==> src/hdl/wcs_pkg.sv <==
// ----------------------------------------------------------------------------
// wcs_pkg
// Shared constants, codes and beat types for the wall column span pipeline.
// ----------------------------------------------------------------------------
package wcs_pkg;

   // Screen geometry.
   localparam int SCREEN_WIDTH  = 256;
   localparam int SCREEN_HEIGHT = 256;
   localparam int X_MIN         = 1;
   localparam int X_MAX         = SCREEN_WIDTH - 1;
   localparam int Y_MIN         = 1;
   localparam int Y_MAX         = SCREEN_HEIGHT - 1;

   // Field widths.
   localparam int COORD_W = 16;
   localparam int COL_W   = 8;
   localparam int FUNC_W  = 3;
   localparam int COLOR_W = 24;
   localparam int EDGE_W  = 8;
   localparam int KIND_W  = 2;

   // Divider shape: 2*dx fits 17 bits, the quotient needs 8 bits before
   // saturation, and two quotient bits are resolved per pipeline stage.
   localparam int DIV_W           = 17;
   localparam int QUO_W           = 8;
   localparam int STEPS_PER_STAGE = 2;
   localparam int DIV_STAGES      = QUO_W / STEPS_PER_STAGE;

   // Per-column edge store.
   localparam int STORE_DEPTH = 256;

   // Surface mode codes.
   localparam logic [FUNC_W-1:0] FUNC_WALL     = 3'd0;
   localparam logic [FUNC_W-1:0] FUNC_REC_LOW  = 3'd1;
   localparam logic [FUNC_W-1:0] FUNC_REC_HIGH = 3'd2;
   localparam logic [FUNC_W-1:0] FUNC_FLOOR    = 3'd3;
   localparam logic [FUNC_W-1:0] FUNC_CEIL     = 3'd4;

   // Fill kind codes.
   localparam logic [KIND_W-1:0] FILL_NONE  = 2'd0;
   localparam logic [KIND_W-1:0] FILL_FLOOR = 2'd1;
   localparam logic [KIND_W-1:0] FILL_CEIL  = 2'd2;

   // Sideband that travels with every beat down the pipeline.
   typedef struct packed {
      logic               in_range;
      logic [COL_W-1:0]   col;
      logic [FUNC_W-1:0]  func;
      logic [COLOR_W-1:0] wall_color;
      logic [COLOR_W-1:0] fill_color;
   } item_info_type;

   // Division state of one edge. The low quotient bits shift in at the
   // bottom of bits while the remaining dividend bits shift out at the top.
   typedef struct packed {
      logic              nonpos;
      logic              sat;
      logic [DIV_W-1:0]  part;
      logic [QUO_W-1:0]  bits;
   } div_edge_type;

endpackage

==> src/hdl/wcs_div_stage.sv <==
// ----------------------------------------------------------------------------
// wcs_div_stage
// One stage of the restoring divider: resolves two quotient bits of both
// edges against the shared divisor, then registers the beat.
// ----------------------------------------------------------------------------
module wcs_div_stage
   import wcs_pkg::*;
(
   input  logic             clock,
   input  logic             reset,
   input  logic             up_valid,
   output logic             up_ready,
   input  item_info_type    up_info,
   input  logic [DIV_W-1:0] up_div,
   input  div_edge_type     up_lo,
   input  div_edge_type     up_hi,
   output logic             dn_valid,
   input  logic             dn_ready,
   output item_info_type    dn_info,
   output logic [DIV_W-1:0] dn_div,
   output div_edge_type     dn_lo,
   output div_edge_type     dn_hi
);

   // One long-division step: bring down the next dividend bit, subtract the
   // divisor when it fits, and shift the quotient bit in at the bottom.
   function automatic div_edge_type div_step(input div_edge_type e, input logic [DIV_W-1:0] d);
      logic [DIV_W:0] trial;
      logic [DIV_W:0] diff;
      logic           qbit;
      div_edge_type   r;
      begin
         trial = {e.part, e.bits[QUO_W-1]};
         diff  = trial - {1'b0, d};
         qbit  = trial >= {1'b0, d};
         r        = e;
         r.part   = qbit ? diff[DIV_W-1:0] : trial[DIV_W-1:0];
         r.bits   = {e.bits[QUO_W-2:0], qbit};
         div_step = r;
      end
   endfunction

   div_edge_type lo_in, hi_in;

   always_comb begin
      lo_in = up_lo;
      hi_in = up_hi;
      for (int i = 0; i < STEPS_PER_STAGE; i++) begin
         lo_in = div_step(lo_in, up_div);
         hi_in = div_step(hi_in, up_div);
      end
   end

   // Stage register with its valid bit.
   logic             en;
   logic             v_ff;
   item_info_type    info_ff;
   logic [DIV_W-1:0] div_ff;
   div_edge_type     lo_ff, hi_ff;

   assign en       = !v_ff || dn_ready;
   assign up_ready = en;

   always_ff @(posedge clock) begin
      if (reset) begin
         v_ff <= 1'b0;
      end else if (en) begin
         v_ff <= up_valid;
      end
   end

   always_ff @(posedge clock) begin
      if (en) begin
         info_ff <= up_info;
         div_ff  <= up_div;
         lo_ff   <= lo_in;
         hi_ff   <= hi_in;
      end
   end

   assign dn_valid = v_ff;
   assign dn_info  = info_ff;
   assign dn_div   = div_ff;
   assign dn_lo    = lo_ff;
   assign dn_hi    = hi_ff;

endmodule

==> config.mk <==
export PLATFORM = sky130hd
export DESIGN_NAME = wcs_div_stage
export DESIGN_NICKNAME = d
export VERILOG_FILES = /design/src/hdl/wcs_pkg.sv /design/src/hdl/wcs_div_stage.sv
export SDC_FILE = /design/constraint.sdc
export NUM_CORES = 1
export LEC_CHECK = 0
export ABC_AREA = 1
export BUFFER_PORTS_ARGS = -buffer_cell sky130_fd_sc_hd__buf_2
export CAP_MARGIN = 15
export CORE_MARGIN = 5
export CORE_UTILIZATION = 35
export CTS_BUF_LIST = sky130_fd_sc_hd__clkbuf_2
export CTS_CLUSTER_SIZE = 14
export DETAILED_ROUTE_END_ITERATION = 10
export PLACE_DENSITY_LB_ADDON = 0.05
export SLEW_MARGIN = 20
export SYNTH_ARGS = -nofsm -noshare
export SYNTH_HDL_FRONTEND = slang
export SYNTH_SLANG_ARGS = --single-unit
==> constraint.sdc <==
create_clock -name clock -period 12.6 [get_ports clock]
set_input_delay 3.78 -clock clock [delete_from_list [all_inputs] [get_ports clock]]
set_output_delay 3.78 -clock clock [all_outputs]
set_load 0.01 [all_outputs]
==> impl_summary.txt <==
----------------------------------------------------
[Outcome]
  Status ... completed

[Drt]
  Wire length per cell ... between 15 and 20 um
  Post-route ant nets ... 0
  Vias per inst ... 4.71
  Detailed-route via count ... 8,037
  DRT Pass-1 Iters ... 5
  Total length of routed wires ... 29,500 um
  Starting DRT DRC Count ... about 590
  DRC errors left ... 0

[Global routing]
  Number of global-route vias before repair ... 7,535
  Global-route wire length before repair ... 43,700 um
  Global-route total usage across every layer ... between 10% and 20%
  Overall overflow remaining after global route ... 0
  Pin count of the biggest net entering global routing ... 77
  Initial antenna violation count ... 3

[Synth]
  Average size of a mapped cell ... 8.29 um2
  Leading area contributor after synthesis ... sky130_fd_sc_hd__edfxtp_1
  Cell variety after synth ... 37
  Yosys warning count ... 0
  Most frequent cells after synthesis ... 415 x sky130_fd_sc_hd__nand2_1, 135 x sky130_fd_sc_hd__inv_1, 131 x sky130_fd_sc_hd__edfxtp_1
  Arithmetic-cell share of the synthesized area counting full adders, half adders and majority gates ... 10.3%
  Top flip-flop cell by instance count after synthesis ... sky130_fd_sc_hd__edfxtp_1
  Leading cell types by total area after synthesis ... sky130_fd_sc_hd__edfxtp_1 44%, sky130_fd_sc_hd__nand2_1 17%, sky130_fd_sc_hd__ha_1 9.4%
  FFs w/ async S/R, synth ... 0%
  Number of flops mapped to enable cells by yosys ... approximately 130
  Post-synthesis register bit count ... 132
  Dominant cell by count in the synthesized netlist ... sky130_fd_sc_hd__nand2_1
  Complex-gate fraction of the synthesized area ... 7.98%
  Xor-xnor portion of the synthesized cell area ... 2.82%
  Synthesized instance count ... 1,087
  Simple-gate area share of the yosys netlist ... 27.8%
  Fraction of the yosys area taken by sequential cells ... between 40% and 50%
  Largest family of logic cells by synthesized area ... simple AND/OR/NAND/NOR gates
  Number of nets produced by synthesis ... between 1,000 and 1,500
  Area share of the leading cell type in the synthesized netlist ... roughly 44%
  Proportion of synthesized area in mux cells ... 0%
  Post-synth design cell area ... 9010 um2

[Timing]
  Remaining max-slew budget at the tightest pin ... 37.4%
  Final critical delay including setup and external delays ... slightly above 8 ns
  Final TNS setup ... 0 ns
  Fin crit share ... 65.2%
  RSZ-0062 raised after global routing ... no
  Final setup violation count ... 0
  Fmax achieved ... 122 MHz
  Transition at the pin with the smallest max-transition slack ... 0.939 ns
  Final number of hold-violating endpoints ... 0
  Total count of max-transition violations in the final report ... 0
  Worst-case clock skew ... 0.0470 ns
  Hold slack final ... 0.824 ns

[Final layout]
  Share of post-route cells with drive strength above 1 ... 25.2%
  Area taken by flip-flops and latches ... 3950 um2
  Area growth, synth to finish ... 21.3%
  Filler cell count ... 2,664
  Total area of multi-input combinational cells ... 4420 um2
  Final Net Count ... ~1,600

[Critical path]
  Data required time at the worst endpoint ... roughly 8.8 ns
  Critical-path top delay cell ... sky130_fd_sc_hd__buf_2
  Critical path class ... in2out
  Flop-to-flop setup slack ... 10.15 ns
  CP arrival ... 4.43 ns
  Top delay family on crit path ... buffers and inverters
  CP bufs+invs ... 3
  Critical path capture point type ... output port
  Delay of the slowest cell on the worst path ... 0.23 ns
  Element type at the critical path start ... primary input
  Cells along the critical path ... buf_2 > inv_1 > nand2_4 > buf_2
  Crit-path max FO ... 21
  Most frequent cell on the critical path ... sky130_fd_sc_hd__buf_2

[Clocking]
  Root buffer cell ... sky130_fd_sc_hd__clkbuf_2
  Worst-skew pair later-pin latency ... 0.70 ns
  CTS buffer count ... 17
  Number of gates given a new drive strength after cts ... 0
  Maximum number of buffers from clock root to sink ... 2
  CTS tree ... built
  Clock Pin Slew Worst Setup and Hold Paths ... approximately 0.25 ns
  Maximum level of the CTS H-tree ... 4
  TritonCTS Sinks ... 132
  Hold Buf Count CTS ... 0
  Number of setup buffers added after CTS ... 0

[Place]
  Number of buffers added on ports ... 267
  Detailed-placement wirelength estimate ... ~24,000 um
  Placer congestion estimate ... 0.872

[Floorplanning]
  Die Height ... 170 um
  Die ar. ... between 20,000 and 30,000 um2
  Cell row count ... 58
  Area of the core ... 25,300 um2
  Initial cell density of the core ... 35.7%
  I/O Pins ... 268
  Die W ... 170 um

[Min path]
  Hold crit path type ... reg2reg

[Power]
  Leakage power of the design ... 5.67 nW
  Pwr Density ... 137 nW/um2
  Worst supply voltage drop on vdd ... about 0.000065 V

[Job]
  Maxcap violations ... 0

----------------------------------------------------
## worst register-to-register path, cell delays in order, from the launching register on
cell                      delay [ns]
sky130_fd_sc_hd__dfxtp_1        0.38
sky130_fd_sc_hd__nand2_4        0.28
sky130_fd_sc_hd__buf_4          0.55
sky130_fd_sc_hd__buf_4          0.84
sky130_fd_sc_hd__a21oi_1        0.25
## sequential cells by signal, summed over array words and instances (netlist names)
register  count
dn_hi        27
dn_div       17
dn_valid      1
dn_info      60
dn_lo        27
## kinds of logic (layout without fill, tap and decap cells)
| family | after synthesis | in the layout |
|---|---|---|
| AOI/OAI and AO/OA | 119 | 119 |
| DFF | 132 | 132 |
| buffers and inverters | 155 | 443 |
| xor gates and xnor gates | 29 | 29 |
| and+or+nand+nor | 580 | 580 |
| adders and majority gates | 72 | 72 |
| other | 0 | 2 |
## power by group
group,switching [mW],internal (mW)
Combinational,0.393,0.232
Clock,0.190,0.0986
Sequential,0.0150,0.573
Total,0.598,0.903
## final cells by class
| class | instances | area share, % |
|---|---|---|
| Antenna cell | 2 | 0.0458 |
| Clock buffer | 18 | 0.824 |
| Clock inverter | 14 | 1.52 |
| Inverter | 142 | 4.90 |
| Multi-Input combinational cell | 800 | 40.4 |
| Sequential cell | 132 | 36.2 |
| Tap cell | 330 | 3.78 |
| Timing Repair Buffer | 269 | 12.4 |
## placed cells by master, fill, tap and decap left out, types with 2 or more instances in the layout
master / count
sky130_fd_sc_hd__o21ai_0: 17
sky130_fd_sc_hd__inv_8: 2
sky130_fd_sc_hd__nand2_1: 414
sky130_fd_sc_hd__o21ai_1: 5
sky130_fd_sc_hd__nor2_1: 45
sky130_fd_sc_hd__inv_6: 6
sky130_fd_sc_hd__buf_2: 267
sky130_fd_sc_hd__nor3_1: 10
sky130_fd_sc_hd__ha_1: 68
sky130_fd_sc_hd__nand3b_1: 15
sky130_fd_sc_hd__diode_2: 2
sky130_fd_sc_hd__nand2_2: 6
sky130_fd_sc_hd__or2_2: 10
sky130_fd_sc_hd__nand3_2: 2
sky130_fd_sc_hd__nand3_1: 55
sky130_fd_sc_hd__xnor2_1: 28
sky130_fd_sc_hd__bufinv_16: 2
sky130_fd_sc_hd__nor4_1: 2
sky130_fd_sc_hd__a21oi_1: 50
sky130_fd_sc_hd__inv_1: 135
sky130_fd_sc_hd__nand4_1: 4
sky130_fd_sc_hd__a31oi_1: 2
sky130_fd_sc_hd__nand2_4: 8
sky130_fd_sc_hd__clkinvlp_4: 3
sky130_fd_sc_hd__and2_1: 4
sky130_fd_sc_hd__o21ai_2: 6
sky130_fd_sc_hd__inv_2: 6
sky130_fd_sc_hd__fa_1: 4
sky130_fd_sc_hd__clkbuf_2: 18
sky130_fd_sc_hd__nor2_8: 2
sky130_fd_sc_hd__edfxtp_1: 131
sky130_fd_sc_hd__buf_4: 2
sky130_fd_sc_hd__o21bai_1: 37
## through the flow
stage	cell area, um2	util, %	total power, mW	std cells	setup slack (ns)
after floorplan	9010	-	1.02	1087	2.17
after global placement	10700	42.3	1.22	1673	4.36
after detailed placement	10700	42.3	1.23	1673	4.38
after CTS	10900	43.3	1.52	1705	4.37
after global routing	10900	43.3	1.62	1707	4.33
final	10900	43.3	1.50	1707	4.39
## routing by layer
| layer | part of all wire (%) | routed length (um) | track usage [%] | vias up |
|---|---|---|---|---|
| li1 | - | - | - | 4110 |
| met1 | 47 | 13700 | 27.7 | 3613 |
| met2 | 44 | 12900 | 31.2 | 283 |
| met3 | 8.0 | 2350 | 4.39 | 29 |
| met4 | 1.7 | 500 | 4.34 | 2 |
| met5 | 0.044 | 13 | 0 | - |
## final timing paths
path | to | cells after the start | start
setup reg to reg | dn_valid | 4 | dn_valid
hold reg to reg | dn_hi[9] | 1 | dn_valid
setup / recovery | up_ready | 4 | dn_ready
hold / removal | dn_hi[9] | 1 | dn_valid
Note: power is estimated with default switching activity, not from simulation.
