### src/hdl/wcs_pkg.sv
// ----------------------------------------------------------------------------
// wcs_pkg
// Shared constants, codes and beat types for the wall column span pipeline.
// ----------------------------------------------------------------------------
package wcs_pkg;

   // Screen geometry.
   localparam int SCREEN_WIDTH  = 256;
   localparam int SCREEN_HEIGHT = 256;
   localparam int X_MIN         = 1;
   localparam int X_MAX         = SCREEN_WIDTH - 1;
   localparam int Y_MIN         = 1;
   localparam int Y_MAX         = SCREEN_HEIGHT - 1;

   // Field widths.
   localparam int COORD_W = 16;
   localparam int COL_W   = 8;
   localparam int FUNC_W  = 3;
   localparam int COLOR_W = 24;
   localparam int EDGE_W  = 8;
   localparam int KIND_W  = 2;

   // Divider shape: 2*dx fits 17 bits, the quotient needs 8 bits before
   // saturation, and two quotient bits are resolved per pipeline stage.
   localparam int DIV_W           = 17;
   localparam int QUO_W           = 8;
   localparam int STEPS_PER_STAGE = 2;
   localparam int DIV_STAGES      = QUO_W / STEPS_PER_STAGE;

   // Per-column edge store.
   localparam int STORE_DEPTH = 256;

   // Surface mode codes.
   localparam logic [FUNC_W-1:0] FUNC_WALL     = 3'd0;
   localparam logic [FUNC_W-1:0] FUNC_REC_LOW  = 3'd1;
   localparam logic [FUNC_W-1:0] FUNC_REC_HIGH = 3'd2;
   localparam logic [FUNC_W-1:0] FUNC_FLOOR    = 3'd3;
   localparam logic [FUNC_W-1:0] FUNC_CEIL     = 3'd4;

   // Fill kind codes.
   localparam logic [KIND_W-1:0] FILL_NONE  = 2'd0;
   localparam logic [KIND_W-1:0] FILL_FLOOR = 2'd1;
   localparam logic [KIND_W-1:0] FILL_CEIL  = 2'd2;

   // Sideband that travels with every beat down the pipeline.
   typedef struct packed {
      logic               in_range;
      logic [COL_W-1:0]   col;
      logic [FUNC_W-1:0]  func;
      logic [COLOR_W-1:0] wall_color;
      logic [COLOR_W-1:0] fill_color;
   } item_info_type;

   // Division state of one edge. The low quotient bits shift in at the
   // bottom of bits while the remaining dividend bits shift out at the top.
   typedef struct packed {
      logic              nonpos;
      logic              sat;
      logic [DIV_W-1:0]  part;
      logic [QUO_W-1:0]  bits;
   } div_edge_type;

endpackage

### src/hdl/wcs_setup.sv
// ----------------------------------------------------------------------------
// wcs_setup
// Front of the pipeline: range test and differences, the four products, and
// the numerator sum with its sign and saturation tests. Three stages.
// ----------------------------------------------------------------------------
module wcs_setup
   import wcs_pkg::*;
(
   input  logic                      clock,
   input  logic                      reset,
   input  logic                      up_valid,
   output logic                      up_ready,
   input  logic signed [COORD_W-1:0] start_x,
   input  logic signed [COORD_W-1:0] end_x,
   input  logic signed [COORD_W-1:0] bottom_start,
   input  logic signed [COORD_W-1:0] bottom_end,
   input  logic signed [COORD_W-1:0] top_start,
   input  logic signed [COORD_W-1:0] top_end,
   input  logic [COL_W-1:0]          column,
   input  logic [FUNC_W-1:0]         func,
   input  logic [COLOR_W-1:0]        wall_color,
   input  logic [COLOR_W-1:0]        fill_color,
   output logic                      dn_valid,
   input  logic                      dn_ready,
   output item_info_type             dn_info,
   output logic [DIV_W-1:0]          dn_div,
   output div_edge_type              dn_lo,
   output div_edge_type              dn_hi
);

   localparam logic signed [DIV_W-1:0] XC_LO = DIV_W'(X_MIN);
   localparam logic signed [DIV_W-1:0] XC_HI = DIV_W'(X_MAX);

   // Clamp a wall end position to the drawable column range.
   function automatic logic signed [DIV_W-1:0] clamp_x(input logic signed [COORD_W-1:0] v);
      logic signed [DIV_W-1:0] w;
      begin
         w = {v[COORD_W-1], v};
         if (w < XC_LO) begin
            clamp_x = XC_LO;
         end else if (w > XC_HI) begin
            clamp_x = XC_HI;
         end else begin
            clamp_x = w;
         end
      end
   endfunction

   // Stage enables: a stage loads when it is empty or its beat moves on.
   logic en1, en2, en3;
   logic v1_ff, v2_ff, v3_ff;

   assign en3      = !v3_ff || dn_ready;
   assign en2      = !v2_ff || en3;
   assign en1      = !v1_ff || en2;
   assign up_ready = en1;

   always_ff @(posedge clock) begin
      if (reset) begin
         v1_ff <= 1'b0;
         v2_ff <= 1'b0;
         v3_ff <= 1'b0;
      end else begin
         if (en1) v1_ff <= up_valid;
         if (en2) v2_ff <= v1_ff;
         if (en3) v3_ff <= v2_ff;
      end
   end

   // Stage 1: clamped range test, wall width, column offset and edge slopes.
   logic signed [DIV_W-1:0] xs_w, xe_w, col_w, dx_raw, dx_w, lo_x, hi_x, t_w;
   logic signed [DIV_W:0]   t2p1_in;
   logic signed [DIV_W-1:0] dy_lo_in, dy_hi_in;
   item_info_type           info1_in;

   assign xs_w    = {start_x[COORD_W-1], start_x};
   assign xe_w    = {end_x[COORD_W-1], end_x};
   assign col_w   = {{(DIV_W-COL_W){1'b0}}, column};
   assign dx_raw  = xe_w - xs_w;
   assign dx_w    = (dx_raw == '0) ? DIV_W'(1) : dx_raw;
   assign lo_x    = clamp_x(start_x);
   assign hi_x    = clamp_x(end_x);
   assign t_w     = col_w - xs_w;
   assign t2p1_in = {t_w, 1'b1};
   assign dy_lo_in = {bottom_end[COORD_W-1], bottom_end} - {bottom_start[COORD_W-1], bottom_start};
   assign dy_hi_in = {top_end[COORD_W-1], top_end} - {top_start[COORD_W-1], top_start};

   always_comb begin
      info1_in.in_range   = (col_w >= lo_x) && (col_w < hi_x);
      info1_in.col        = column;
      info1_in.func       = func;
      info1_in.wall_color = wall_color;
      info1_in.fill_color = fill_color;
   end

   item_info_type           info1_ff;
   logic signed [DIV_W-1:0] dx1_ff, dy_lo1_ff, dy_hi1_ff;
   logic signed [DIV_W:0]   t2p1_ff;
   logic signed [COORD_W-1:0] b_lo1_ff, b_hi1_ff;

   always_ff @(posedge clock) begin
      if (en1) begin
         info1_ff  <= info1_in;
         dx1_ff    <= dx_w;
         t2p1_ff   <= t2p1_in;
         dy_lo1_ff <= dy_lo_in;
         dy_hi1_ff <= dy_hi_in;
         b_lo1_ff  <= bottom_start;
         b_hi1_ff  <= top_start;
      end
   end

   // Stage 2: slope times (2t+1) and start edge times dx, for both edges.
   localparam int PDY_W = 2 * DIV_W + 1;
   localparam int PB_W  = COORD_W + DIV_W;
   localparam int NUM_W = PDY_W + 1;

   logic signed [PDY_W-1:0] pdy_lo_in, pdy_hi_in;
   logic signed [PB_W-1:0]  pb_lo_in, pb_hi_in;

   assign pdy_lo_in = dy_lo1_ff * t2p1_ff;
   assign pdy_hi_in = dy_hi1_ff * t2p1_ff;
   assign pb_lo_in  = b_lo1_ff * dx1_ff;
   assign pb_hi_in  = b_hi1_ff * dx1_ff;

   item_info_type           info2_ff;
   logic [DIV_W-1:0]        dx2_ff;
   logic signed [PDY_W-1:0] pdy_lo_ff, pdy_hi_ff;
   logic signed [PB_W-1:0]  pb_lo_ff, pb_hi_ff;

   always_ff @(posedge clock) begin
      if (en2) begin
         info2_ff  <= info1_ff;
         dx2_ff    <= dx1_ff;
         pdy_lo_ff <= pdy_lo_in;
         pdy_hi_ff <= pdy_hi_in;
         pb_lo_ff  <= pb_lo_in;
         pb_hi_ff  <= pb_hi_in;
      end
   end

   // Stage 3: numerator, sign test and quotient saturation test.
   // The divisor is 2*dx; dx is positive whenever the column is in range.
   logic [DIV_W-1:0] div_in;

   assign div_in = {dx2_ff[DIV_W-2:0], 1'b0};

   function automatic div_edge_type start_edge(input logic signed [PDY_W-1:0] pdy,
                                               input logic signed [PB_W-1:0]  pb,
                                               input logic [DIV_W-1:0]        d);
      logic signed [NUM_W-1:0]  num;
      logic [NUM_W-QUO_W-1:0]   nh;
      div_edge_type             e;
      begin
         num      = {pdy[PDY_W-1], pdy} + {{(NUM_W-PB_W-1){pb[PB_W-1]}}, pb, 1'b0};
         nh       = num[NUM_W-1:QUO_W];
         e.nonpos = num[NUM_W-1] || (num == '0);
         e.sat    = nh >= {{(NUM_W-QUO_W-DIV_W){1'b0}}, d};
         e.part   = nh[DIV_W-1:0];
         e.bits   = num[QUO_W-1:0];
         start_edge = e;
      end
   endfunction

   item_info_type    info3_ff;
   logic [DIV_W-1:0] div3_ff;
   div_edge_type     lo3_ff, hi3_ff;

   always_ff @(posedge clock) begin
      if (en3) begin
         info3_ff <= info2_ff;
         div3_ff  <= div_in;
         lo3_ff   <= start_edge(pdy_lo_ff, pb_lo_ff, div_in);
         hi3_ff   <= start_edge(pdy_hi_ff, pb_hi_ff, div_in);
      end
   end

   assign dn_valid = v3_ff;
   assign dn_info  = info3_ff;
   assign dn_div   = div3_ff;
   assign dn_lo    = lo3_ff;
   assign dn_hi    = hi3_ff;

endmodule

### config.mk
export PLATFORM = sky130hd
export DESIGN_NAME = wcs_setup
export DESIGN_NICKNAME = d
export VERILOG_FILES = /design/src/hdl/wcs_pkg.sv /design/src/hdl/wcs_setup.sv
export SDC_FILE = /design/constraint.sdc
export NUM_CORES = 2
export LEC_CHECK = 0
export BUFFER_PORTS_ARGS = -buffer_cell sky130_fd_sc_hd__buf_2
export CAP_MARGIN = 0
export CORE_ASPECT_RATIO = 0.5
export CORE_MARGIN = 2
export CORE_UTILIZATION = 32
export CTS_CLUSTER_SIZE = 24
export DETAILED_ROUTE_END_ITERATION = 8
export GPL_ROUTABILITY_DRIVEN = 0
export HOLD_SLACK_MARGIN = 0.1
export SYNTH_ARGS = -nofsm -noshare
export SYNTH_HDL_FRONTEND = slang
export SYNTH_SLANG_ARGS = --single-unit
### constraint.sdc
create_clock -name clock -period 6.75 [get_ports clock]
set_input_delay 0.675 -clock clock [delete_from_list [all_inputs] [get_ports clock]]
set_output_delay 0.675 -clock clock [all_outputs]
set_load 0.01 [all_outputs]
==> results by group <==
Placement
  • Dpl hpwl: 151 mm
  • Inst Count DP: 9507
  • PortBufs: 290

Cells and area
  • Filler Cells Inserted: 20200
  • Commonest non-fill, non-tap cells in the layout: inv_1, fa_1, nand2_1
  • Syn-to-layout area delta: 16.4%
  • Fraction of layout cells with a size suffix above 1: 13.2%
  • Most common cell after layout, fill and taps aside: inv_1
  • Fin nets: 8760
  • Final Non-Filler Cells: 9699

Timing
  • FMAX: 151 MHz
  • Final setup fails: 0
  • RSZ-0062 raised after global routing: yes
  • Clk_skew: ~0.099 ns
  • Worst-Margin Slew: 1.19 ns
  • Slew headroom: 20.1%
  • Final Hold Fails: 0
  • Min cycle time layout: 6.64 ns
  • Pins Over Slew Limit: 0
  • Fin crit share: between 90% and 100%

Hold path
  • Hold-critical path depth: 1
  • HP Class: input port to flip-flop

Floorplanning
  • Die H: 325 µm
  • FP Rows: between 100 and 150
  • Core area: 204000 µm²
  • Initial core utilization: 32.3%
  • Top Ports: 292
  • Die width: around 650 µm
  • Full die area: roughly 210000 µm²

Logic synthesis
  • Sequential-to-total area share from yosys stat: 22.9%
  • Top post-synthesis cells by area: fa_1, edfxtp_1, ha_1
  • Post-synthesis simple-gate area fraction: roughly 13%
  • EDFF count, synth: 502
  • Yosys cell types: 75
  • Main combinational cell family by area after synthesis: adder cells
  • Post-synth top area share: ~36%
  • Area of the mapped netlist: 66000 µm²
  • Synth Flop Type: edfxtp_1
  • Post-synthesis compound-gate area fraction: 6.59%
  • Post-Syn Nets: 8210
  • Largest area contributor in the netlist: fa_1
  • Syn. warnings: 0
  • Adder-Cell Fraction of Synth Area: a little under half
  • Yosys reg bits: a little over 500
  • Syn Area/Cell: 10.4 µm²
  • Post-synthesis mux area share: 0.0645%
  • Synth async-reset ratio: 0%
  • Syn Inst Count: 6358
  • Xor and xnor fraction of the mapped netlist area: under 10%

Clocking
  • CTS Buffer Depth: 3
  • CTS HTree Levels: 2
  • Root buffer cell: clkbuf_16
  • Number of CTS-inserted buffers: 58
  • Clk sink count: roughly 510
  • CTS tree: yes
  • Clk_lat worst skew: 0.74 ns
  • CTS clk-pin slew, worst paths: 0.07 ns

Routing
  • Residual DRC count: 0
  • Final antenna-violating net count: 0
  • DR pass1 iterations: 5
  • WL/cell: 18.7 µm
  • Vias/cell: approximately 4.7
  • Routed WL: 182 mm
  • Starting DRT DRC Count: 3240
  • Via count: roughly 46000

Job
  • MaxCap Viol Count: 0

Outcome
  • Status: complete, no violations

Worst setup path
  • Max FO, Critical Path: 5
  • R2R depth: 26
  • CP startpoint kind: flip-flop
  • WP data arrival: 7.05 ns
  • CP endpoint kind: flip-flop
  • Crit path kind: flip-flop to flip-flop
  • Worst EP required: roughly 7.2 ns

GRT
  • Total grt overflow: 0
  • Global-route usage over all layers: approximately 18%
  • Vias in the first global route: 48700
  • Largest net degree at the start of global routing: 84
  • Initial antenna violation count: 10
  • Global-route wire length before repair: around 290 mm
[per-stage QoR]
| step | cell area [µm²] | setup slack, ns | hold WS (ns) | utilization (%) | TNS, ns |
|---|---|---|---|---|---|
| floorplan | 66000 | 0.112 | 0.400 | - | 0 |
| global placement | 73200 | -0.0607 | 0.400 | 35.8 | -0.0607 |
| detailed placement | 73200 | -0.0525 | 0.405 | 35.8 | -0.0525 |
| CTS | 75500 | 0.0108 | 0.101 | 37.0 | 0 |
| global route | 76800 | -0.0988 | 0.120 | 37.6 | -0.474 |
| finish | 76800 | 0.114 | 0.150 | 37.6 | 0 |
[worst max-delay path, stage by stage, from the launching register on]
cell and delay, ns:
edfxtp_1 0.45, buf_6 0.15, buf_12 0.13, and2_4 0.14
fa_1 0.51, inv_2 0.04, fa_1 0.49, fa_1 0.55
inv_1 0.05, fa_1 0.46, fa_1 0.54, inv_2 0.04
fa_1 0.51, inv_2 0.05, ha_4 0.21, o21a_1 0.17
o21ai_2 0.17, a21oi_2 0.08, or2_4 0.26, o311ai_4 0.08
buf_6 0.15, a21oi_4 0.05, a21o_1 0.23, a211o_1 0.33
a31o_2 0.26, a21oi_2 0.12, xnor2_1 0.08
[layout make-up]
class | count | area (µm²) | share of cell area, %
Tap cell | 2737 | 3420 | 4.46
Multi-Input combinational cell | 4285 | 45600 | 59.4
Timing Repair Buffer | 695 | 5360 | 6.99
Antenna cell | 6 | 15.0 | 0.0196
Sequential cell | 505 | 15100 | 19.7
Inverter | 1363 | 5130 | 6.68
Clock inverter | 45 | 624 | 0.813
Clock buffer | 63 | 1470 | 1.91
[flip-flops by register name, indices dropped and copies added (netlist names), 17 cells and up]
signal and cells:
dn_hi 27, t2p1_ff 17, pdy_lo_ff 35, pb_lo_ff 33, dn_info 60, info1_ff 60
dy_hi1_ff 17, dn_lo 27, info2_ff 60, pb_hi_ff 33, dy_lo1_ff 17, pdy_hi_ff 35
dx1_ff 17
[timing repair]
| action | 4_1_cts | 5_1_grt |
|---|---|---|
| endpoints found under the setup margin | 5 | 26 |
| buffers inserted | 0 | 50 |
| endpoints found under the hold margin | 25 | 0 |
| gates resized for setup | 3 | 170 |
| gates cloned | 0 | 3 |
| hold buffers | 25 | 0 |
| pin swaps | 0 | 123 |
[synth_stat cells, drive strengths merged, types with 43 or more instances]
library cell	number
fa	1178
and2	567
xor2	55
xnor2	175
nand3	46
a21oi	184
ha	515
inv	1363
a21o	107
nor2	195
edfxtp	502
o21a	43
nand2	617
clkbuf	200
nand2b	54
o21ai	128
[layer usage]
metal	global-route usage (%)	vias to the layer above	share of wire [%]
met2	29.5	1160	47
met5	0	-	0.0039
met3	2.14	279	5.7
met1	23.4	23500	43
met4	6.28	2	4.4
li1	-	21000	-
[cell families after synthesis]
family                     Yosys count
muxes                                4
DFF                                505
other                                1
AOI/OAI and AO/OA                  665
adders and majority gates         1693
xor gates and xnor gates           230
buffers and inverters             1568
and+or+nand+nor                   1692
[final timing paths]
path                 startpoint       endpoint  slack (ns)
setup reg to reg     t2p1_ff[7]  pdy_hi_ff[33]        0.11
setup / recovery     t2p1_ff[7]  pdy_hi_ff[33]        0.11
hold reg to reg    info2_ff[28]    dn_info[28]        0.41
hold / removal    wall_color[1]   info1_ff[25]        0.15
Power is left out: the tool's default activity adds up to more than one toggle a clock period on the data nets, which glitch-free logic cannot reach.
