==> src/hdl/wcs_pkg.sv <==
// ----------------------------------------------------------------------------
// wcs_pkg
// Shared constants, codes and beat types for the wall column span pipeline.
// ----------------------------------------------------------------------------
package wcs_pkg;

   // Screen geometry.
   localparam int SCREEN_WIDTH  = 256;
   localparam int SCREEN_HEIGHT = 256;
   localparam int X_MIN         = 1;
   localparam int X_MAX         = SCREEN_WIDTH - 1;
   localparam int Y_MIN         = 1;
   localparam int Y_MAX         = SCREEN_HEIGHT - 1;

   // Field widths.
   localparam int COORD_W = 16;
   localparam int COL_W   = 8;
   localparam int FUNC_W  = 3;
   localparam int COLOR_W = 24;
   localparam int EDGE_W  = 8;
   localparam int KIND_W  = 2;

   // Divider shape: 2*dx fits 17 bits, the quotient needs 8 bits before
   // saturation, and two quotient bits are resolved per pipeline stage.
   localparam int DIV_W           = 17;
   localparam int QUO_W           = 8;
   localparam int STEPS_PER_STAGE = 2;
   localparam int DIV_STAGES      = QUO_W / STEPS_PER_STAGE;

   // Per-column edge store.
   localparam int STORE_DEPTH = 256;

   // Surface mode codes.
   localparam logic [FUNC_W-1:0] FUNC_WALL     = 3'd0;
   localparam logic [FUNC_W-1:0] FUNC_REC_LOW  = 3'd1;
   localparam logic [FUNC_W-1:0] FUNC_REC_HIGH = 3'd2;
   localparam logic [FUNC_W-1:0] FUNC_FLOOR    = 3'd3;
   localparam logic [FUNC_W-1:0] FUNC_CEIL     = 3'd4;

   // Fill kind codes.
   localparam logic [KIND_W-1:0] FILL_NONE  = 2'd0;
   localparam logic [KIND_W-1:0] FILL_FLOOR = 2'd1;
   localparam logic [KIND_W-1:0] FILL_CEIL  = 2'd2;

   // Sideband that travels with every beat down the pipeline.
   typedef struct packed {
      logic               in_range;
      logic [COL_W-1:0]   col;
      logic [FUNC_W-1:0]  func;
      logic [COLOR_W-1:0] wall_color;
      logic [COLOR_W-1:0] fill_color;
   } item_info_type;

   // Division state of one edge. The low quotient bits shift in at the
   // bottom of bits while the remaining dividend bits shift out at the top.
   typedef struct packed {
      logic              nonpos;
      logic              sat;
      logic [DIV_W-1:0]  part;
      logic [QUO_W-1:0]  bits;
   } div_edge_type;

endpackage

==> src/hdl/wcs_span.sv <==
// ----------------------------------------------------------------------------
// wcs_span
// Back of the pipeline: clamps both edges, keeps the per-column edge store,
// and builds the wall and fill spans in the output register.
// ----------------------------------------------------------------------------
module wcs_span
   import wcs_pkg::*;
(
   input  logic               clock,
   input  logic               reset,
   input  logic               up_valid,
   output logic               up_ready,
   input  item_info_type      up_info,
   input  div_edge_type       up_lo,
   input  div_edge_type       up_hi,
   output logic               rsp_valid,
   input  logic               rsp_ready,
   output logic               rsp_column_drawn,
   output logic [EDGE_W-1:0]  rsp_span_low,
   output logic [EDGE_W-1:0]  rsp_span_high,
   output logic [COLOR_W-1:0] rsp_span_color,
   output logic [KIND_W-1:0]  rsp_fill_kind,
   output logic [EDGE_W-1:0]  rsp_fill_from,
   output logic [EDGE_W-1:0]  rsp_fill_to,
   output logic [COLOR_W-1:0] rsp_fill_color_out
);

   localparam logic [EDGE_W-1:0] Y_LO = EDGE_W'(Y_MIN);
   localparam logic [EDGE_W-1:0] Y_HI = EDGE_W'(Y_MAX);

   // Clamp a finished quotient to the drawable row range.
   function automatic logic [EDGE_W-1:0] clamp_edge(input div_edge_type e);
      logic [EDGE_W-1:0] q;
      begin
         q = e.bits[EDGE_W-1:0];
         if (e.nonpos) begin
            clamp_edge = Y_LO;
         end else if (e.sat) begin
            clamp_edge = Y_HI;
         end else if (q < Y_LO) begin
            clamp_edge = Y_LO;
         end else if (q > Y_HI) begin
            clamp_edge = Y_HI;
         end else begin
            clamp_edge = q;
         end
      end
   endfunction

   // Stage enables for the edge stage and the output register.
   logic en_r, en_o;
   logic r_valid_ff, o_valid_ff;

   assign en_o     = !o_valid_ff || rsp_ready;
   assign en_r     = !r_valid_ff || en_o;
   assign up_ready = en_r;

   always_ff @(posedge clock) begin
      if (reset) begin
         r_valid_ff <= 1'b0;
         o_valid_ff <= 1'b0;
      end else begin
         if (en_r) r_valid_ff <= up_valid;
         if (en_o) o_valid_ff <= r_valid_ff;
      end
   end

   // Edge stage: clamped edges plus the stored edge of the beat's column.
   item_info_type     r_info_ff;
   logic [EDGE_W-1:0] r_y_lo_ff, r_y_hi_ff, r_stored_ff;

   always_ff @(posedge clock) begin
      if (en_r) begin
         r_info_ff <= up_info;
         r_y_lo_ff <= clamp_edge(up_lo);
         r_y_hi_ff <= clamp_edge(up_hi);
      end
   end

   // Record modes write the store as their beat leaves the edge stage.
   logic              wr_en;
   logic [COL_W-1:0]  wr_addr;
   logic [EDGE_W-1:0] wr_data;

   assign wr_en   = en_o && r_valid_ff && r_info_ff.in_range &&
                    ((r_info_ff.func == FUNC_REC_LOW) || (r_info_ff.func == FUNC_REC_HIGH));
   assign wr_addr = r_info_ff.col;
   assign wr_data = (r_info_ff.func == FUNC_REC_LOW) ? r_y_lo_ff : r_y_hi_ff;

   logic [EDGE_W-1:0] edge_mem_ff [STORE_DEPTH];
   logic [STORE_DEPTH-1:0] entry_vld_ff;

   always_ff @(posedge clock) begin
      if (wr_en) begin
         edge_mem_ff[wr_addr] <= wr_data;
      end
   end

   // Valid bits stand in for clearing the store: an unwritten entry reads zero.
   always_ff @(posedge clock) begin
      if (reset) begin
         entry_vld_ff <= '0;
      end else if (wr_en) begin
         entry_vld_ff[wr_addr] <= 1'b1;
      end
   end

   // Registered read as a beat enters the edge stage; a write to the same
   // column on that edge is forwarded.
   always_ff @(posedge clock) begin
      if (en_r) begin
         if (wr_en && (wr_addr == up_info.col)) begin
            r_stored_ff <= wr_data;
         end else if (entry_vld_ff[up_info.col]) begin
            r_stored_ff <= edge_mem_ff[up_info.col];
         end else begin
            r_stored_ff <= '0;
         end
      end
   end

   // Output composition: out-of-range and record beats give an all-zero result.
   logic               drawn_in;
   logic [EDGE_W-1:0]  span_low_in, span_high_in, fill_from_in, fill_to_in;
   logic [COLOR_W-1:0] span_color_in, fill_color_in;
   logic [KIND_W-1:0]  fill_kind_in;

   always_comb begin
      drawn_in      = r_info_ff.in_range && (r_info_ff.func != FUNC_REC_LOW) &&
                      (r_info_ff.func != FUNC_REC_HIGH);
      span_low_in   = '0;
      span_high_in  = '0;
      span_color_in = '0;
      fill_kind_in  = FILL_NONE;
      fill_from_in  = '0;
      fill_to_in    = '0;
      fill_color_in = '0;
      if (drawn_in) begin
         span_low_in   = r_y_lo_ff;
         span_high_in  = r_y_hi_ff;
         span_color_in = r_info_ff.wall_color;
         unique case (r_info_ff.func)
            FUNC_FLOOR: begin
               fill_kind_in  = FILL_FLOOR;
               fill_from_in  = r_stored_ff;
               fill_to_in    = r_y_lo_ff;
               fill_color_in = r_info_ff.fill_color;
            end
            FUNC_CEIL: begin
               fill_kind_in  = FILL_CEIL;
               fill_from_in  = r_y_hi_ff;
               fill_to_in    = r_stored_ff;
               fill_color_in = r_info_ff.fill_color;
            end
            default: begin
               fill_kind_in = FILL_NONE;
            end
         endcase
      end
   end

   // Output register.
   always_ff @(posedge clock) begin
      if (en_o) begin
         rsp_column_drawn   <= drawn_in;
         rsp_span_low       <= span_low_in;
         rsp_span_high      <= span_high_in;
         rsp_span_color     <= span_color_in;
         rsp_fill_kind      <= fill_kind_in;
         rsp_fill_from      <= fill_from_in;
         rsp_fill_to        <= fill_to_in;
         rsp_fill_color_out <= fill_color_in;
      end
   end

   assign rsp_valid = o_valid_ff;

endmodule

==> config.mk <==
export PLATFORM = sky130hd
export DESIGN_NAME = wcs_span
export DESIGN_NICKNAME = d
export VERILOG_FILES = /design/src/hdl/wcs_pkg.sv /design/src/hdl/wcs_span.sv
export SDC_FILE = /design/constraint.sdc
export NUM_CORES = 2
export LEC_CHECK = 0
export ABC_AREA = 0
export BUFFER_PORTS_ARGS = -buffer_cell sky130_fd_sc_hd__buf_2
export CAP_MARGIN = 10
export CORE_UTILIZATION = 25
export CTS_CLUSTER_SIZE = 8
export DETAILED_ROUTE_END_ITERATION = 10
export GPL_TIMING_DRIVEN = 0
export SYNTH_ARGS = -nofsm -noshare
export SYNTH_HDL_FRONTEND = slang
export SYNTH_SLANG_ARGS = --single-unit
==> constraint.sdc <==
create_clock -name clock -period 3.8 [get_ports clock]
set_input_delay 0.57 -clock clock [delete_from_list [all_inputs] [get_ports clock]]
set_output_delay 0.57 -clock clock [all_outputs]
set_load 0.005 [all_outputs]
==> results list <==
- In this run, synthesis inferred around 2,200 flip-flops with an integrated enable.
- The netlist uses a little over 50 different library cells.
- Measured along the y axis, the die boundary spans 617.7 microns.
* Iteration-0 DRC count of the detailed router: between 7,000 and 8,000
- Fraction of the yosys area taken by sequential cells: 75.64%
* Worst Path Required: 4480 ps
- Leakage power: between 30 and 40 nW
- Max Slew Vio Count: 0
* Post-place setup slack: -2223 ps
- The clock tree synthesis step divided the H-tree into 5 levels.
- Multiplexer cells account for ~15% of the synthesized area.
* Top-Level Pins: ~200
* Switching power of the nets: 0.01360 W
- Post-route DRC: 0
- Based on the critical path, the design can be clocked at up to 253.4 MHz.
- Summed over all layers, the routed wires come to 298,100 microns.
* Detailed-router iteration count before antenna repair: 6
- Hold violation total from the final report: 0
* Final clock period utilization by the worst path: 103.9%
- Shortest period the worst path allows: 3946 ps
* Inserted Clock Buffers: 360
- The most used flip-flop cell after synthesis is sky130_fd_sc_hd__edfxtp_1.
* Violations in the final reports: setup timing
- Of all flip-flops after synthesis, the portion carrying an async set or reset was 0%.
- In the final design database the tool counted 5,841 nets.
- Area fraction in compound gates after synthesis: 2.682%
- Entering global routing, the biggest net connects 174 pins.
- In this run, flip-flops and latches consume 48.3% of the power.
- The worst setup path is captured at a flip-flop.
- Mean area per synthesized cell: roughly 19 sq um
- TritonCTS clock tree: done
* Maximum net fanout on the critical path: 10
- In this run the horizontal extent of the chip is 617.7 microns.
- Worst min-delay path class: input pin to flip-flop
- Internal power comes to ~0.05 W.
* Critical setup path kind: input pin to flip-flop
* Standard-cell row count: approximately 230
- Most common cell after layout, fill and taps aside: sky130_fd_sc_hd__edfxtp_1
- The die covers 381,500 sq um.
- Transition time at the pin with the least slew margin: 1231 ps
- Yosys warning count: 0
- After detailed routing, the number of vias per cell comes to 4.854.
* Antenna violations before repair: 22
- Combinational logic is responsible for between 5 and 6% of the overall power.
- Number of nets in the synthesized netlist: 5,080
- The number of global-route vias before repair is 53,230.
- Measured on the finished design, the core utilization comes to between 30% and 40%.
- Wire length per cell: 27.27 microns
* Dominant combinational cell family by area after synthesis: multiplexers
* Setup-violating endpoint count in the final report: 100
- Area of all placed cells without fillers: 115,900 sq um
- Worst Path Arrival: 4630 ps
- The mapped netlist covers 94,760 sq um.
* Peak supply drop: about 0.00053 V
- Number of buffer cells added on primary ports: approximately 160
* Worst clock skew: 86.29 ps
- After routing, the total negative slack on setup checks comes to -4443 ps.
* Status: finished with violations
- Via count: approximately 53,000
* Post-Synthesis Cells: 4,962
- The clock passes through at most 4 buffers.
- Leftover overflow at the end of global routing: 0
- Final estimated routing congestion in global placement: about 1.0
* Floorplan core area: 376,400 sq um
* Clock net sink count: 2,473
* Max Cap Viol: 0
- XOR/XNOR share of the synthesized area: less than 1%
- Most used cells in the layout excluding fill and tap cells: sky130_fd_sc_hd__edfxtp_1 (2,215), sky130_fd_sc_hd__nor2_1 (581), sky130_fd_sc_hd__mux4_2 (523), sky130_fd_sc_hd__clkbuf_16 (365), sky130_fd_sc_hd__clkbuf_1 (305)
- Cell chosen for the clock root: sky130_fd_sc_hd__clkbuf_16
- Overall global routing resource usage: 15.24%
- For this design the ratio of total power to cell area is 537.6 nW/um^2.
- Setup repair after global routing could not meet its margin everywhere.
- After clock tree synthesis, the clock-pin slew on the worst setup and hold paths is 50 ps.
- Adder-cell share of the synthesized area: 0%
- Overall power after layout: 0.06229 W
* Effective utilization at floorplan: 25.18%
* Fraction of final layout cells with drive strength greater than 1: 28.17%
- Clock network fraction of design power: 46.1%
- Setup slack after layout: -146.4 ps
* Sort of element at the start of the critical path: input pin
* FF+latch count, synth: 2,473
- HPWL after DPL: 201,800 microns
- Max-slew headroom: 17.95%
* Switching part of the total power: 21.84%
- Area growth from synthesis to layout: 22.28%
* Clock insertion delay at the later pin of the skew report: 1010 ps
* Cell area after placement: a little over 100,000 sq um
- Wire length of the first global-routing pass: 411,600 microns
* Simple-gate share of the synthesized area: around 4.7%
- In this run the remaining antenna-violating nets after routing total 0.
per-stage QoR:
step / hold WS (ps) / cells
global placement: 445.1 / 10120
finish: 48.10 / 10930
floorplan: 434.8 / 4962
global route: 35.82 / 10930
CTS: 4.083 / 10920
detailed placement: 455.2 / 10150
cell families after synthesis:
logic type                Yosys count
xor gates and xnor gates            9
and+or+nand+nor                  1049
DFF                              2473
buffers and inverters             303
muxes                             791
AOI/OAI and AO/OA                 337
final cells by class:
| class | count | area, sq um |
|---|---|---|
| diodes | 10 | 25.02 |
| plain buffers | 298 | 1719 |
| clock buffers | 557 | 9864 |
| clock inverters | 10 | 115.1 |
| fillers | 36020 | 260500 |
| inverters | 3 | 13.76 |
| multi-input cells | 2186 | 23000 |
| flip-flops and latches | 2473 | 71680 |
| well taps | 4994 | 6248 |
| repair buffers | 401 | 3208 |
what timing repair did:
action                                 in CTS  in global routing
hold buffers                               91                  0
setup buffers                             113                  2
setup endpoints to repair                2068               2208
pin swaps                                  97                 20
cloned                                      0                  0
endpoints found under the hold margin      78                  0
gates resized for setup                   337                115
power by group through the flow:
stage	clock network (W)	registers (W)	logic (W)
after global routing	0.0301	0.0301	0.00352
final	0.0287	0.0301	0.00344
after CTS	0.0290	0.0301	0.00337
after detailed placement	0	0.0306	0.00321
after floorplan	0	0.0307	0.00160
after global placement	0	0.0308	0.00302
cell usage after synthesis (14+ instances only):
master,number,area (sq um)
sky130_fd_sc_hd__a2111oi_0,15,131.4
sky130_fd_sc_hd__nand4_1,36,225.2
sky130_fd_sc_hd__nor2b_1,19,118.9
sky130_fd_sc_hd__a211oi_1,17,127.6
sky130_fd_sc_hd__dfxtp_1,258,5165
sky130_fd_sc_hd__mux2i_1,255,2552
sky130_fd_sc_hd__o21ba_2,19,190.2
sky130_fd_sc_hd__nand2_1,67,251.5
sky130_fd_sc_hd__buf_1,17,63.81
sky130_fd_sc_hd__nand3_1,17,85.08
sky130_fd_sc_hd__o21ai_0,82,410.4
sky130_fd_sc_hd__clkbuf_1,147,551.8
sky130_fd_sc_hd__nor2_1,778,2920
sky130_fd_sc_hd__buf_4,49,367.9
sky130_fd_sc_hd__mux4_2,523,11780
sky130_fd_sc_hd__a22oi_1,49,367.9
sky130_fd_sc_hd__edfxtp_1,2215,66510
sky130_fd_sc_hd__buf_2,74,370.4
sky130_fd_sc_hd__a22o_1,18,157.7
sky130_fd_sc_hd__a21o_1,14,105.1
sky130_fd_sc_hd__a221oi_1,95,832.1
sky130_fd_sc_hd__and2_1,75,469.2
registers in the layout (all words and copies together) (netlist names), 24 cells and up:
name,flops
rsp_fill_color_out,24
edge_mem_ff,2048
r_info_ff,52
entry_vld_ff,256
rsp_span_color,24
metal layers:
layer / global-route usage [%] / wire length, microns / up-vias
li1: - / - / 21410
met1: 18.89 / 112100 / 27740
met2: 23.91 / 137600 / 3137
met3: 3.939 / 29570 / 782
met4: 9.195 / 18730 / 8
met5: 0 / 47 / -
worst max-delay path, stage by stage:
cell                        delay, ps
sky130_fd_sc_hd__buf_2            250
sky130_fd_sc_hd__clkbuf_4         350
sky130_fd_sc_hd__buf_4            350
sky130_fd_sc_hd__buf_4            370
sky130_fd_sc_hd__clkbuf_4         430
sky130_fd_sc_hd__mux4_2           350
sky130_fd_sc_hd__o21ai_0          370
sky130_fd_sc_hd__nand4_1          480
sky130_fd_sc_hd__a2111oi_1        540
sky130_fd_sc_hd__buf_2            270
sky130_fd_sc_hd__a21o_1           150
sky130_fd_sc_hd__o31ai_4           90
final timing paths:
path         slack [ps]  depth (start not counted)                 end              from
min reg2reg         470                          2    entry_vld_ff[62]  entry_vld_ff[62]
max                -150                         12      r_stored_ff[2]       up_info[53]
max reg2reg         -90                          6  edge_mem_ff[62][3]     r_info_ff[49]
min                  50                          3        r_y_hi_ff[5]         up_hi[25]
No activity file was read; power rests on OpenSTA's default activity.
